File: src/hdl/spc_pkg.sv
// Shared types, constants and register codes of the sampled PID controller.
`default_nettype none

package spc_pkg;

   // Configuration port geometry
   localparam int CSR_IDX_W = 3;
   localparam int CSR_DAT_W = 16;

   // Register indexes on the configuration port
   typedef enum logic [CSR_IDX_W-1:0] {
      REG_GAIN_P        = 3'd0,
      REG_GAIN_I        = 3'd1,
      REG_GAIN_D        = 3'd2,
      REG_OUT_MIN       = 3'd3,
      REG_OUT_MAX       = 3'd4,
      REG_SAMPLE_PERIOD = 3'd5
   } reg_idx_type;

   // Register values after reset
   localparam logic [15:0] RST_GAIN_P        = 16'd256;
   localparam logic [15:0] RST_GAIN_I        = 16'd0;
   localparam logic [15:0] RST_GAIN_D        = 16'd0;
   localparam logic [15:0] RST_OUT_MIN       = 16'hFFA6;  // -90
   localparam logic [15:0] RST_OUT_MAX       = 16'd90;
   localparam logic [15:0] RST_SAMPLE_PERIOD = 16'd75;

   // Datapath widths
   localparam int ACC_W  = 64;  // wraparound width of the PID sum
   localparam int CNT_W  = 6;   // step counter of the sequencer
   localparam int QUOT_W = 34;  // magnitude of gain_d times error change

   // Last step of each iterative phase
   localparam logic [CNT_W-1:0] LAST_MUL_D  = 6'd16;  // 17-bit gain magnitude
   localparam logic [CNT_W-1:0] LAST_MUL_16 = 6'd15;  // signed 16-bit gain
   localparam logic [CNT_W-1:0] LAST_MUL_DT = 6'd31;  // 32-bit elapsed time
   localparam logic [CNT_W-1:0] LAST_DIV    = 6'd33;  // 34 quotient bits

   // Live configuration
   typedef struct packed {
      logic signed [15:0] gain_p;
      logic signed [15:0] gain_i;
      logic signed [15:0] gain_d;
      logic signed [15:0] out_min;
      logic signed [15:0] out_max;
      logic        [15:0] sample_period;
   } cfg_type;

   // Sequencer states
   typedef enum logic [10:0] {
      S_IDLE  = 11'b000_0000_0001,
      S_PREP  = 11'b000_0000_0010,
      S_MULD  = 11'b000_0000_0100,
      S_DIV   = 11'b000_0000_1000,
      S_DNEG  = 11'b000_0001_0000,
      S_MULP  = 11'b000_0010_0000,
      S_MULI1 = 11'b000_0100_0000,
      S_MULI2 = 11'b000_1000_0000,
      S_ROUND = 11'b001_0000_0000,
      S_CLAMP = 11'b010_0000_0000,
      S_DONE  = 11'b100_0000_0000
   } state_type;

endpackage

`default_nettype wire

File: src/hdl/spc_regs.sv
// Configuration register file of the sampled PID controller.
`default_nettype none

module spc_regs (
   input  wire logic                          clock,
   input  wire logic                          reset,
   input  wire logic                          csr_valid,
   output logic                               csr_ready,
   input  wire logic [spc_pkg::CSR_IDX_W-1:0] csr_index,
   input  wire logic [spc_pkg::CSR_DAT_W-1:0] csr_wdata,
   output spc_pkg::cfg_type                   cfg
);

   spc_pkg::cfg_type cfg_ff;
   spc_pkg::cfg_type cfg_in;

   assign csr_ready = 1'b1;
   assign cfg       = cfg_ff;

   // Decode a write; drop unknown indexes
   always_comb begin
      cfg_in = cfg_ff;
      if (csr_valid) begin
         unique case (csr_index)
            spc_pkg::REG_GAIN_P:        cfg_in.gain_p        = csr_wdata;
            spc_pkg::REG_GAIN_I:        cfg_in.gain_i        = csr_wdata;
            spc_pkg::REG_GAIN_D:        cfg_in.gain_d        = csr_wdata;
            spc_pkg::REG_OUT_MIN:       cfg_in.out_min       = csr_wdata;
            spc_pkg::REG_OUT_MAX:       cfg_in.out_max       = csr_wdata;
            spc_pkg::REG_SAMPLE_PERIOD: cfg_in.sample_period = csr_wdata;
            default:                    cfg_in = cfg_ff;
         endcase
      end
   end

   always_ff @(posedge clock) begin
      if (reset) begin
         cfg_ff.gain_p        <= spc_pkg::RST_GAIN_P;
         cfg_ff.gain_i        <= spc_pkg::RST_GAIN_I;
         cfg_ff.gain_d        <= spc_pkg::RST_GAIN_D;
         cfg_ff.out_min       <= spc_pkg::RST_OUT_MIN;
         cfg_ff.out_max       <= spc_pkg::RST_OUT_MAX;
         cfg_ff.sample_period <= spc_pkg::RST_SAMPLE_PERIOD;
      end else begin
         cfg_ff <= cfg_in;
      end
   end

endmodule

`default_nettype wire

File: src/hdl/spc_alu.sv
// Shared 64-bit add/subtract unit of the sampled PID controller.
`default_nettype none

module spc_alu (
   input  wire logic [spc_pkg::ACC_W-1:0] op_a,
   input  wire logic [spc_pkg::ACC_W-1:0] op_b,
   input  wire logic                      sub,
   output logic      [spc_pkg::ACC_W-1:0] result
);

   // Add or subtract modulo 2^64
   assign result = sub ? (op_a - op_b) : (op_a + op_b);

endmodule

`default_nettype wire

File: src/hdl/sampled_pid_controller.sv
// Top level of the sampled PID controller: sequencer, state and stream ports.
`default_nettype none

// Sampled PID controller. Each request carries a setpoint, a measurement, a
// millisecond time stamp and a restart flag, and yields exactly one response.
// When the elapsed time reaches sample_period the block computes
// P + D + I in 64-bit wraparound arithmetic with Q8.8 gains, divides by 256
// toward zero and clamps to [out_min, out_max]; otherwise it repeats the held
// drive value with updated = 0. A request is taken only while the sequencer is
// idle. The multiply, divide, sign-fix and rounding steps run through one
// 64-bit add/subtract unit. A computed update runs through setup, the
// derivative product, the restoring divide by elapsed time, sign fix, the
// proportional and first integral products, the product with elapsed time,
// rounding, clamping and handover; with zero elapsed time the divide is
// skipped. A held value or a restart goes from setup straight to handover.
// The next request is taken in the cycle after the response moves into the
// output register; while an earlier response still waits there for
// rsp_tready, the sequencer holds in its last step. Configuration writes are
// accepted in every cycle and must be issued while no request is in flight.
module sampled_pid_controller (
   input  wire logic                          clock,
   input  wire logic                          reset,
   // request: [15:0] target_value, [31:16] measured_value, [63:32] now_ms
   input  wire logic                          req_tvalid,
   output logic                               req_tready,
   input  wire logic [63:0]                   req_tdata,
   input  wire logic                          req_tuser,  // [0] restart
   // response: [15:0] drive_out
   output logic                               rsp_tvalid,
   input  wire logic                          rsp_tready,
   output logic [15:0]                        rsp_tdata,
   output logic                               rsp_tuser,  // [0] updated
   // configuration writes
   input  wire logic                          csr_valid,
   output logic                               csr_ready,
   input  wire logic [spc_pkg::CSR_IDX_W-1:0] csr_index,
   input  wire logic [spc_pkg::CSR_DAT_W-1:0] csr_wdata
);

   localparam int W = spc_pkg::ACC_W;
   localparam int Q = spc_pkg::QUOT_W;

   spc_pkg::cfg_type   cfg;
   spc_pkg::state_type state_ff, state_in;

   // Captured request
   logic signed [15:0] tgt_ff, tgt_in;
   logic signed [15:0] meas_ff, meas_in;
   logic [31:0]        now_ff, now_in;
   logic               rst_ff, rst_in;

   // Controller state
   logic signed [16:0] prev_err_ff, prev_err_in;
   logic signed [31:0] err_sum_ff, err_sum_in;
   logic signed [15:0] held_ff, held_in;
   logic [31:0]        last_ms_ff, last_ms_in;

   // Working registers
   logic signed [16:0]    err_ff, err_in;
   logic [31:0]           dt_ff, dt_in;
   logic                  dneg_ff, dneg_in;
   logic [spc_pkg::CNT_W-1:0] cnt_ff, cnt_in;
   logic [W-1:0]          acc_ff, acc_in;
   logic [W-1:0]          tmp_ff, tmp_in;
   logic [W-1:0]          mcand_ff, mcand_in;
   logic [31:0]           mplier_ff, mplier_in;
   logic [31:0]           rem_ff, rem_in;

   // Result and output registers
   logic [15:0] res_drive_ff, res_drive_in;
   logic        res_upd_ff, res_upd_in;
   logic        out_valid_ff, out_valid_in;
   logic [15:0] out_drive_ff, out_drive_in;
   logic        out_upd_ff, out_upd_in;

   // Shared unit operands
   logic [W-1:0] alu_a, alu_b, alu_y;
   logic         alu_sub;

   // Preparation logic
   logic signed [16:0] p_err;
   logic signed [32:0] p_sum_raw;
   logic signed [31:0] p_sum;
   logic signed [17:0] p_diff;
   logic [17:0]        p_diff_mag;
   logic [16:0]        p_gd_mag;
   logic [31:0]        p_dt;
   logic               p_upd;

   // Step helpers
   logic [spc_pkg::CNT_W-1:0] mul_last;
   logic                      mul_is_last;
   logic                      mul_sub;
   logic [W-1:0]              mul_addend;
   logic [32:0]               div_rs;
   logic                      div_q;
   logic signed [W-1:0]       fin_val;
   logic signed [W-1:0]       lo64, hi64;
   logic [15:0]               clamp_val;

   spc_regs u_regs (
      .clock     (clock),
      .reset     (reset),
      .csr_valid (csr_valid),
      .csr_ready (csr_ready),
      .csr_index (csr_index),
      .csr_wdata (csr_wdata),
      .cfg       (cfg)
   );

   spc_alu u_alu (
      .op_a   (alu_a),
      .op_b   (alu_b),
      .sub    (alu_sub),
      .result (alu_y)
   );

   assign req_tready = (state_ff == spc_pkg::S_IDLE);
   assign rsp_tvalid = out_valid_ff;
   assign rsp_tdata  = out_drive_ff;
   assign rsp_tuser  = out_upd_ff;

   // Error, saturated sum, error change and elapsed time
   always_comb begin
      p_err      = {tgt_ff[15], tgt_ff} - {meas_ff[15], meas_ff};
      p_sum_raw  = {err_sum_ff[31], err_sum_ff} + {{16{p_err[16]}}, p_err};
      if (p_sum_raw[32] != p_sum_raw[31]) begin
         p_sum = p_sum_raw[32] ? 32'sh8000_0000 : 32'sh7FFF_FFFF;
      end else begin
         p_sum = p_sum_raw[31:0];
      end
      p_diff     = {p_err[16], p_err} - {prev_err_ff[16], prev_err_ff};
      p_diff_mag = p_diff[17] ? (~p_diff + 18'd1) : p_diff;
      p_gd_mag   = cfg.gain_d[15] ? (~{cfg.gain_d[15], cfg.gain_d} + 17'd1)
                                  : {1'b0, cfg.gain_d};
      p_dt       = now_ff - last_ms_ff;
      p_upd      = (p_dt >= {16'd0, cfg.sample_period});
   end

   // Multiply step: add or subtract the shifted multiplicand per multiplier bit
   always_comb begin
      unique case (state_ff)
         spc_pkg::S_MULD:  mul_last = spc_pkg::LAST_MUL_D;
         spc_pkg::S_MULI2: mul_last = spc_pkg::LAST_MUL_DT;
         default:          mul_last = spc_pkg::LAST_MUL_16;
      endcase
      mul_is_last = (cnt_ff == mul_last);
      mul_sub     = mul_is_last &&
                    (state_ff == spc_pkg::S_MULP || state_ff == spc_pkg::S_MULI1);
      mul_addend  = mplier_ff[0] ? mcand_ff : '0;
   end

   // Divide step: shift in one dividend bit, trial subtract elapsed time
   assign div_rs = {rem_ff, tmp_ff[Q-1]};
   assign div_q  = ~alu_y[W-1];

   // Shared unit operand selection
   always_comb begin
      alu_a   = acc_ff;
      alu_b   = mul_addend;
      alu_sub = mul_sub;
      unique case (state_ff)
         spc_pkg::S_MULD, spc_pkg::S_MULI1: begin
            alu_a = tmp_ff;
         end
         spc_pkg::S_DIV: begin
            alu_a   = {{(W-33){1'b0}}, div_rs};
            alu_b   = {{(W-32){1'b0}}, dt_ff};
            alu_sub = 1'b1;
         end
         spc_pkg::S_DNEG: begin
            alu_a   = '0;
            alu_b   = {{(W-Q){1'b0}}, tmp_ff[Q-1:0]};
            alu_sub = dneg_ff;
         end
         spc_pkg::S_ROUND: begin
            alu_a   = {{8{acc_ff[W-1]}}, acc_ff[W-1:8]};
            alu_b   = {{(W-1){1'b0}}, (acc_ff[W-1] && (acc_ff[7:0] != 8'd0))};
            alu_sub = 1'b0;
         end
         default: begin
            alu_a = acc_ff;
         end
      endcase
   end

   // Clamp the rounded value to the limits
   always_comb begin
      fin_val = acc_ff;
      lo64    = {{(W-16){cfg.out_min[15]}}, cfg.out_min};
      hi64    = {{(W-16){cfg.out_max[15]}}, cfg.out_max};
      if (fin_val < lo64) begin
         clamp_val = cfg.out_min;
      end else if (fin_val > hi64) begin
         clamp_val = cfg.out_max;
      end else begin
         clamp_val = acc_ff[15:0];
      end
   end

   // Sequencer
   always_comb begin
      state_in     = state_ff;
      tgt_in       = tgt_ff;
      meas_in      = meas_ff;
      now_in       = now_ff;
      rst_in       = rst_ff;
      prev_err_in  = prev_err_ff;
      err_sum_in   = err_sum_ff;
      held_in      = held_ff;
      last_ms_in   = last_ms_ff;
      err_in       = err_ff;
      dt_in        = dt_ff;
      dneg_in      = dneg_ff;
      cnt_in       = cnt_ff;
      acc_in       = acc_ff;
      tmp_in       = tmp_ff;
      mcand_in     = mcand_ff;
      mplier_in    = mplier_ff;
      rem_in       = rem_ff;
      res_drive_in = res_drive_ff;
      res_upd_in   = res_upd_ff;
      out_valid_in = out_valid_ff;
      out_drive_in = out_drive_ff;
      out_upd_in   = out_upd_ff;

      // Drop the response once taken
      if (out_valid_ff && rsp_tready) begin
         out_valid_in = 1'b0;
      end

      unique case (state_ff)
         spc_pkg::S_IDLE: begin
            if (req_tvalid) begin
               tgt_in   = req_tdata[15:0];
               meas_in  = req_tdata[31:16];
               now_in   = req_tdata[63:32];
               rst_in   = req_tuser;
               state_in = spc_pkg::S_PREP;
            end
         end
         spc_pkg::S_PREP: begin
            if (rst_ff) begin
               prev_err_in  = '0;
               err_sum_in   = '0;
               held_in      = '0;
               last_ms_in   = now_ff;
               res_drive_in = '0;
               res_upd_in   = 1'b0;
               state_in     = spc_pkg::S_DONE;
            end else if (!p_upd) begin
               res_drive_in = held_ff;
               res_upd_in   = 1'b0;
               state_in     = spc_pkg::S_DONE;
            end else begin
               prev_err_in = p_err;
               err_sum_in  = p_sum;
               last_ms_in  = now_ff;
               err_in      = p_err;
               dt_in       = p_dt;
               dneg_in     = cfg.gain_d[15] ^ p_diff[17];
               tmp_in      = '0;
               mcand_in    = {{(W-18){1'b0}}, p_diff_mag};
               mplier_in   = {15'd0, p_gd_mag};
               cnt_in      = '0;
               state_in    = spc_pkg::S_MULD;
            end
         end
         spc_pkg::S_MULD: begin
            tmp_in    = alu_y;
            mcand_in  = mcand_ff << 1;
            mplier_in = mplier_ff >> 1;
            cnt_in    = cnt_ff + 1'b1;
            if (mul_is_last) begin
               cnt_in = '0;
               rem_in = '0;
               if (dt_ff == 32'd0) begin
                  tmp_in   = '0;
                  state_in = spc_pkg::S_DNEG;
               end else begin
                  state_in = spc_pkg::S_DIV;
               end
            end
         end
         spc_pkg::S_DIV: begin
            rem_in = div_q ? alu_y[31:0] : div_rs[31:0];
            tmp_in = {tmp_ff[W-2:0], div_q};
            cnt_in = cnt_ff + 1'b1;
            if (cnt_ff == spc_pkg::LAST_DIV) begin
               state_in = spc_pkg::S_DNEG;
            end
         end
         spc_pkg::S_DNEG: begin
            acc_in    = alu_y;
            mcand_in  = {{(W-17){err_ff[16]}}, err_ff};
            mplier_in = {16'd0, cfg.gain_p};
            cnt_in    = '0;
            state_in  = spc_pkg::S_MULP;
         end
         spc_pkg::S_MULP: begin
            acc_in    = alu_y;
            mcand_in  = mcand_ff << 1;
            mplier_in = mplier_ff >> 1;
            cnt_in    = cnt_ff + 1'b1;
            if (mul_is_last) begin
               tmp_in    = '0;
               mcand_in  = {{(W-32){err_sum_ff[31]}}, err_sum_ff};
               mplier_in = {16'd0, cfg.gain_i};
               cnt_in    = '0;
               state_in  = spc_pkg::S_MULI1;
            end
         end
         spc_pkg::S_MULI1: begin
            tmp_in    = alu_y;
            mcand_in  = mcand_ff << 1;
            mplier_in = mplier_ff >> 1;
            cnt_in    = cnt_ff + 1'b1;
            if (mul_is_last) begin
               mcand_in  = alu_y;
               mplier_in = dt_ff;
               cnt_in    = '0;
               state_in  = spc_pkg::S_MULI2;
            end
         end
         spc_pkg::S_MULI2: begin
            acc_in    = alu_y;
            mcand_in  = mcand_ff << 1;
            mplier_in = mplier_ff >> 1;
            cnt_in    = cnt_ff + 1'b1;
            if (mul_is_last) begin
               state_in = spc_pkg::S_ROUND;
            end
         end
         spc_pkg::S_ROUND: begin
            acc_in   = alu_y;
            state_in = spc_pkg::S_CLAMP;
         end
         spc_pkg::S_CLAMP: begin
            held_in      = clamp_val;
            res_drive_in = clamp_val;
            res_upd_in   = 1'b1;
            state_in     = spc_pkg::S_DONE;
         end
         spc_pkg::S_DONE: begin
            // Hand over once the output register is free
            if (!out_valid_ff || rsp_tready) begin
               out_valid_in = 1'b1;
               out_drive_in = res_drive_ff;
               out_upd_in   = res_upd_ff;
               state_in     = spc_pkg::S_IDLE;
            end
         end
         default: begin
            state_in = spc_pkg::S_IDLE;
         end
      endcase
   end

   // Control and controller state
   always_ff @(posedge clock) begin
      if (reset) begin
         state_ff     <= spc_pkg::S_IDLE;
         out_valid_ff <= 1'b0;
         prev_err_ff  <= '0;
         err_sum_ff   <= '0;
         held_ff      <= '0;
         last_ms_ff   <= '0;
         cnt_ff       <= '0;
      end else begin
         state_ff     <= state_in;
         out_valid_ff <= out_valid_in;
         prev_err_ff  <= prev_err_in;
         err_sum_ff   <= err_sum_in;
         held_ff      <= held_in;
         last_ms_ff   <= last_ms_in;
         cnt_ff       <= cnt_in;
      end
   end

   // Payload and working registers
   always_ff @(posedge clock) begin
      tgt_ff       <= tgt_in;
      meas_ff      <= meas_in;
      now_ff       <= now_in;
      rst_ff       <= rst_in;
      err_ff       <= err_in;
      dt_ff        <= dt_in;
      dneg_ff      <= dneg_in;
      acc_ff       <= acc_in;
      tmp_ff       <= tmp_in;
      mcand_ff     <= mcand_in;
      mplier_ff    <= mplier_in;
      rem_ff       <= rem_in;
      res_drive_ff <= res_drive_in;
      res_upd_ff   <= res_upd_in;
      out_drive_ff <= out_drive_in;
      out_upd_ff   <= out_upd_in;
   end

endmodule

`default_nettype wire

File: config.mk
export PLATFORM = sky130hd
export DESIGN_NAME = sampled_pid_controller
export DESIGN_NICKNAME = d
export VERILOG_FILES = /design/src/hdl/spc_pkg.sv /design/src/hdl/spc_regs.sv /design/src/hdl/spc_alu.sv /design/src/hdl/sampled_pid_controller.sv
export SDC_FILE = /design/constraint.sdc
export NUM_CORES = 2
export LEC_CHECK = 0
export ABC_AREA = 1
export BUFFER_PORTS_ARGS = -buffer_cell sky130_fd_sc_hd__buf_4
export CORE_MARGIN = 3
export CORE_UTILIZATION = 54
export DETAILED_ROUTE_END_ITERATION = 8
export GPL_TIMING_DRIVEN = 0
export PLACE_DENSITY = 0.75
export SLEW_MARGIN = 10
export SYNTH_ARGS = -nofsm -noshare
export SYNTH_HDL_FRONTEND = slang
export SYNTH_SLANG_ARGS = --single-unit
File: constraint.sdc
create_clock -name clock -period 16.3 [get_ports clock]
set_clock_uncertainty 0.15 [all_clocks]
set_input_delay 0.815 -clock clock [delete_from_list [all_inputs] [get_ports clock]]
set_output_delay 0.815 -clock clock [all_outputs]
set_load 0.02 [all_outputs]
==> qor.tcl <==
set qor(outcome) {finished, final reports clean}
set qor(floorplan.die.width_um) 287.2
set qor(clock_tree.buffer_depth) 3
set qor(timing.critical_path.required_ns) 16.48
set qor(setup-violations-final) 0
set qor(largest_family_of_logic_cells_by_synthesized_area) {simple AND/OR/NAND/NOR gates}
set qor(post_drt_wl_per_cell_um) 21.00
set qor(max-slew-margin-rel) 0.1913
set qor(dpl_ws_ns) 9.850
set qor(worst_case_setup_margin_in_the_final_layout_ns) 9.528
set qor(crit_arrival_ns) 6.95
set qor(sum_of_routed_wire_length_over_all_layers_mm) 146.3
set qor(yosys.cell_types.count) 61
set qor(cts-resized-gates) 0
set qor(worst_r2r_endpoint) {mcand_ff[49]}
set qor(arithmetic_cell_share_of_the_synthesized_area_counting_full_adders_half_adders_and_majority_gates) 0.09229
set qor(die-area_um2) 82500
set qor(cap_viol_max_count) 0
set qor(critical_path_cell_count) 33
set qor(grt_max_degree) 49
set qor(cell_type_with_the_highest_aggregate_area_in_the_netlist) {edfxtp_1}
set qor(ctsHoldBuffers) 0
set qor(finalMaxSlewViolations) 0
set qor(count_of_cells_along_the_worst_register_to_register_path) 33
set qor(cts_tree) {yes}
set qor(num_rows) 102
set qor(final_nets) 6273
set qor(num_antenna_cells) 0
set qor(cts_made_buffers) 69
set qor(groute.layer.met3.usage) 0.07502
set qor(core_um2) 77850
set qor(timing.critical_path.max_delay_family) {simple AND/OR/NAND/NOR gates}
set qor(chipHeight_um) 287.2
set qor(synth.area.top_cells) {edfxtp_1, nand2_1, dfxtp_1}
set qor(number_of_global_route_vias_before_repair) 37870
set qor(floorplan.initialDensity) 0.5486
set qor(fmax_mhz) 147.7
set qor(worstMarginPinSlew_ns) 1.202
set qor(synth_mux_area_frac) 0
set qor(slowest_stage) {xor2_1}
set qor(cts_htree_levels) 3
set qor(post_synth_arst_share) 0
set qor(finalSetupTns_ns) 0
set qor(dp_hpwl_mm) 117.8
set qor(globalRoute.totalOverflow) 0
set qor(gp_congestion) 1.022
set qor(synth_simple_gate_area_share) 0.2348
set qor(port-buffer-count) 106
set qor(critPathMaxStageDelay_ns) 0.57
set qor(path_max_fanout) 6
set qor(use_met2) 0.5415
set qor(synth-warning-count) 0
set qor(min-delay-path-class) {input port to flip-flop}
set qor(cts.root.buffer_cell) {clkbuf_16}
set qor(synth-compound-area-share) 0.1616
set qor(worst-path-buf-inv) 3
set qor(layer_with_the_highest_usage_after_global_routing) {met2}
set qor(cp-start-kind) {flip-flop}
set qor(detailroute.via_count) 40970
set qor(postSynthRegisterBits) 616
set qor(period_utilisation_layout) 0.4154
set qor(crit_path_frequent_cell) {nand2_1}
set qor(pwr_density_cell_nw_per_um2) 173.3
set qor(end_kind) {flip-flop}
set qor(clock-sinks) 616
set qor(cts.reportedPaths.clkPinSlew_ns) 0.07
set qor(antenna_found_initial) 3
set qor(drt_iter0_drc) 5179
set qor(register_area_um2) 16390
set qor(critPathKind) {flip-flop to flip-flop}
set qor(drc_errors) 0
set qor(ratio_of_cells_with_drive_above_1_in_the_final_layout) 0.05888
set qor(worst-r2r-setup-slack_ns) 9.53
set qor(grt.met1_usage) 0.4768
set qor(final_antenna_net_count) 0
set qor(insertion_delay_ns) 0.62
set qor(synthesis.nets) 6082
set qor(power.static_leakage_nw) 21.42
set qor(synth_largest_type_area_fraction) 0.2848
set qor(global_router_s_overall_resource_usage) 0.3476
set qor(synth_edf_count) 405
set qor(firstDrtPassIters) 9
set qor(unrepaired_setup_endpoints_after_global_routing) {false}
set qor(via_count_normalized_by_instance_count) 5.880
set qor(boundaryPins) 109
set qor(total_area_of_multi_input_combinational_cells_um2) 22790
set qor(area_growth_syn_to_layout_pct) 10.98
set qor(peakVddDrop_mv) 0.1709
set qor(cts_setup_buffers) 0
set qor(mappedNetlistArea_um2) 42710
set qor(crit_end) {mcand_ff[49]}
set qor(ys_seq_area_frac) 0.3837
set qor(post_synth.cell_area_avg_um2) 7.518
set qor(post_synth_xor_area_fraction) 0.04389
set qor(dominantRegCellSynth) {edfxtp_1}
set qor(grt_pass1_wl_mm) 220.3
set qor(critical_path.startpoint) {state_ff[2]}
set qor(netlist_instances) 5681
set qor(critical_path.reg2reg.startpoint) {state_ff[2]}
set qor(final.min_clock_period_ns) 6.772
set qor(layout.filler_cells) 7265
set qor(finalHoldViolations) 0
-- cell families after synthesis --
| logic type | after synthesis |
|---|---|
| and+or+nand+nor | 2408 |
| buffers and inverters | 919 |
| AOI/OAI and AO/OA | 1211 |
| xor gates and xnor gates | 214 |
| DFF | 616 |
| other | 1 |
| adders and majority gates | 312 |
-- cells in the mapped netlist (17+ instances only) --
cell	number
a31oi_1	32
inv_1	712
a221oi_1	23
o22ai_1	22
o21ai_0	382
a22o_1	25
nor2_2	21
buf_2	23
xnor2_1	65
nor2_1	585
o221ai_1	17
nand3_1	228
nand2_1	1319
dfxtp_1	211
xor2_1	149
o21a_1	19
a22oi_1	29
edfxtp_1	405
o211ai_1	40
nor3_1	57
a21oi_1	510
a21o_1	18
ha_1	307
nor4_1	26
nand4_1	117
clkbuf_1	144
-- sequential cells by signal, summed over array words and instances (netlist names), 6 cells and up --
signal / count
tmp_ff: 64
now_ff: 32
tgt_ff: 16
last_ms_ff: 32
meas_ff: 16
dt_ff: 32
held_ff: 16
res_drive_ff: 16
u_regs.cfg: 96
err_ff: 17
cnt_ff: 6
state_ff: 11
err_sum_ff: 32
rsp_tdata: 16
acc_ff: 64
rem_ff: 32
prev_err_ff: 17
mcand_ff: 64
mplier_ff: 32
-- stage by stage --
step | cells | util | power [mW] | area, um^2 | hold WS [ns]
after detailed placement | 6841 | 0.5796 | 6.474 | 45120 | 0.2545
after CTS | 6967 | 0.6088 | 8.070 | 47400 | 0.1949
after global routing | 6967 | 0.6088 | 8.735 | 47400 | 0.2044
after floorplan | 5681 | - | 5.151 | 42710 | 0.2503
final | 6967 | 0.6088 | 8.213 | 47400 | 0.2236
after global placement | 6827 | 0.5755 | 6.415 | 44800 | 0.2525
-- layout make-up --
cell class / count / area share
clock inverters: 37 / 0.007893
multi-input cells: 4146 / 0.4809
inverters: 727 / 0.05757
repair buffers: 120 / 0.02249
well taps: 1040 / 0.02745
clock buffers: 89 / 0.04018
flip-flops and latches: 616 / 0.3457
plain buffers: 192 / 0.01779
-- layer usage --
layer	wire, um	vias to the layer above
met5	0	-
met4	6217	0
met3	17170	356
met2	63240	2286
met1	59670	18760
li1	-	19570
-- layout by cell type, fill, tap and decap left out, types with 116 or more instances in the layout --
cell type and instances:
edfxtp_1 405, nand3_1 228, a21oi_1 510, xor2_1 149
o21ai_0 382, nand4_1 117, nand2_1 1318, buf_4 116
inv_1 709, nor2_1 580, ha_1 307, clkbuf_1 156
dfxtp_1 211
-- how the worst min path moves through the flow --
stage          cells past startpoint      endpoint       startpoint  slack (ns)
6_report                           1    now_ff[25]    req_tdata[57]        0.22
5_1_grt                            1    now_ff[25]    req_tdata[57]        0.20
4_1_cts                            1    now_ff[25]    req_tdata[57]        0.19
3_5_place_dp                       0  rsp_tdata[1]  res_drive_ff[1]        0.25
3_3_place_gp                       0  rsp_tdata[6]  res_drive_ff[6]        0.25
2_1_floorplan                      0  rsp_tdata[0]  res_drive_ff[0]        0.25
-- where the power goes --
part           total, mW  internal, mW  switching, mW
clock network       1.59         0.928          0.665
logic               4.41          1.33           3.08
registers           2.21          2.06          0.147
total               8.21          4.32           3.90
Note: power is estimated with default switching activity, not from simulation.
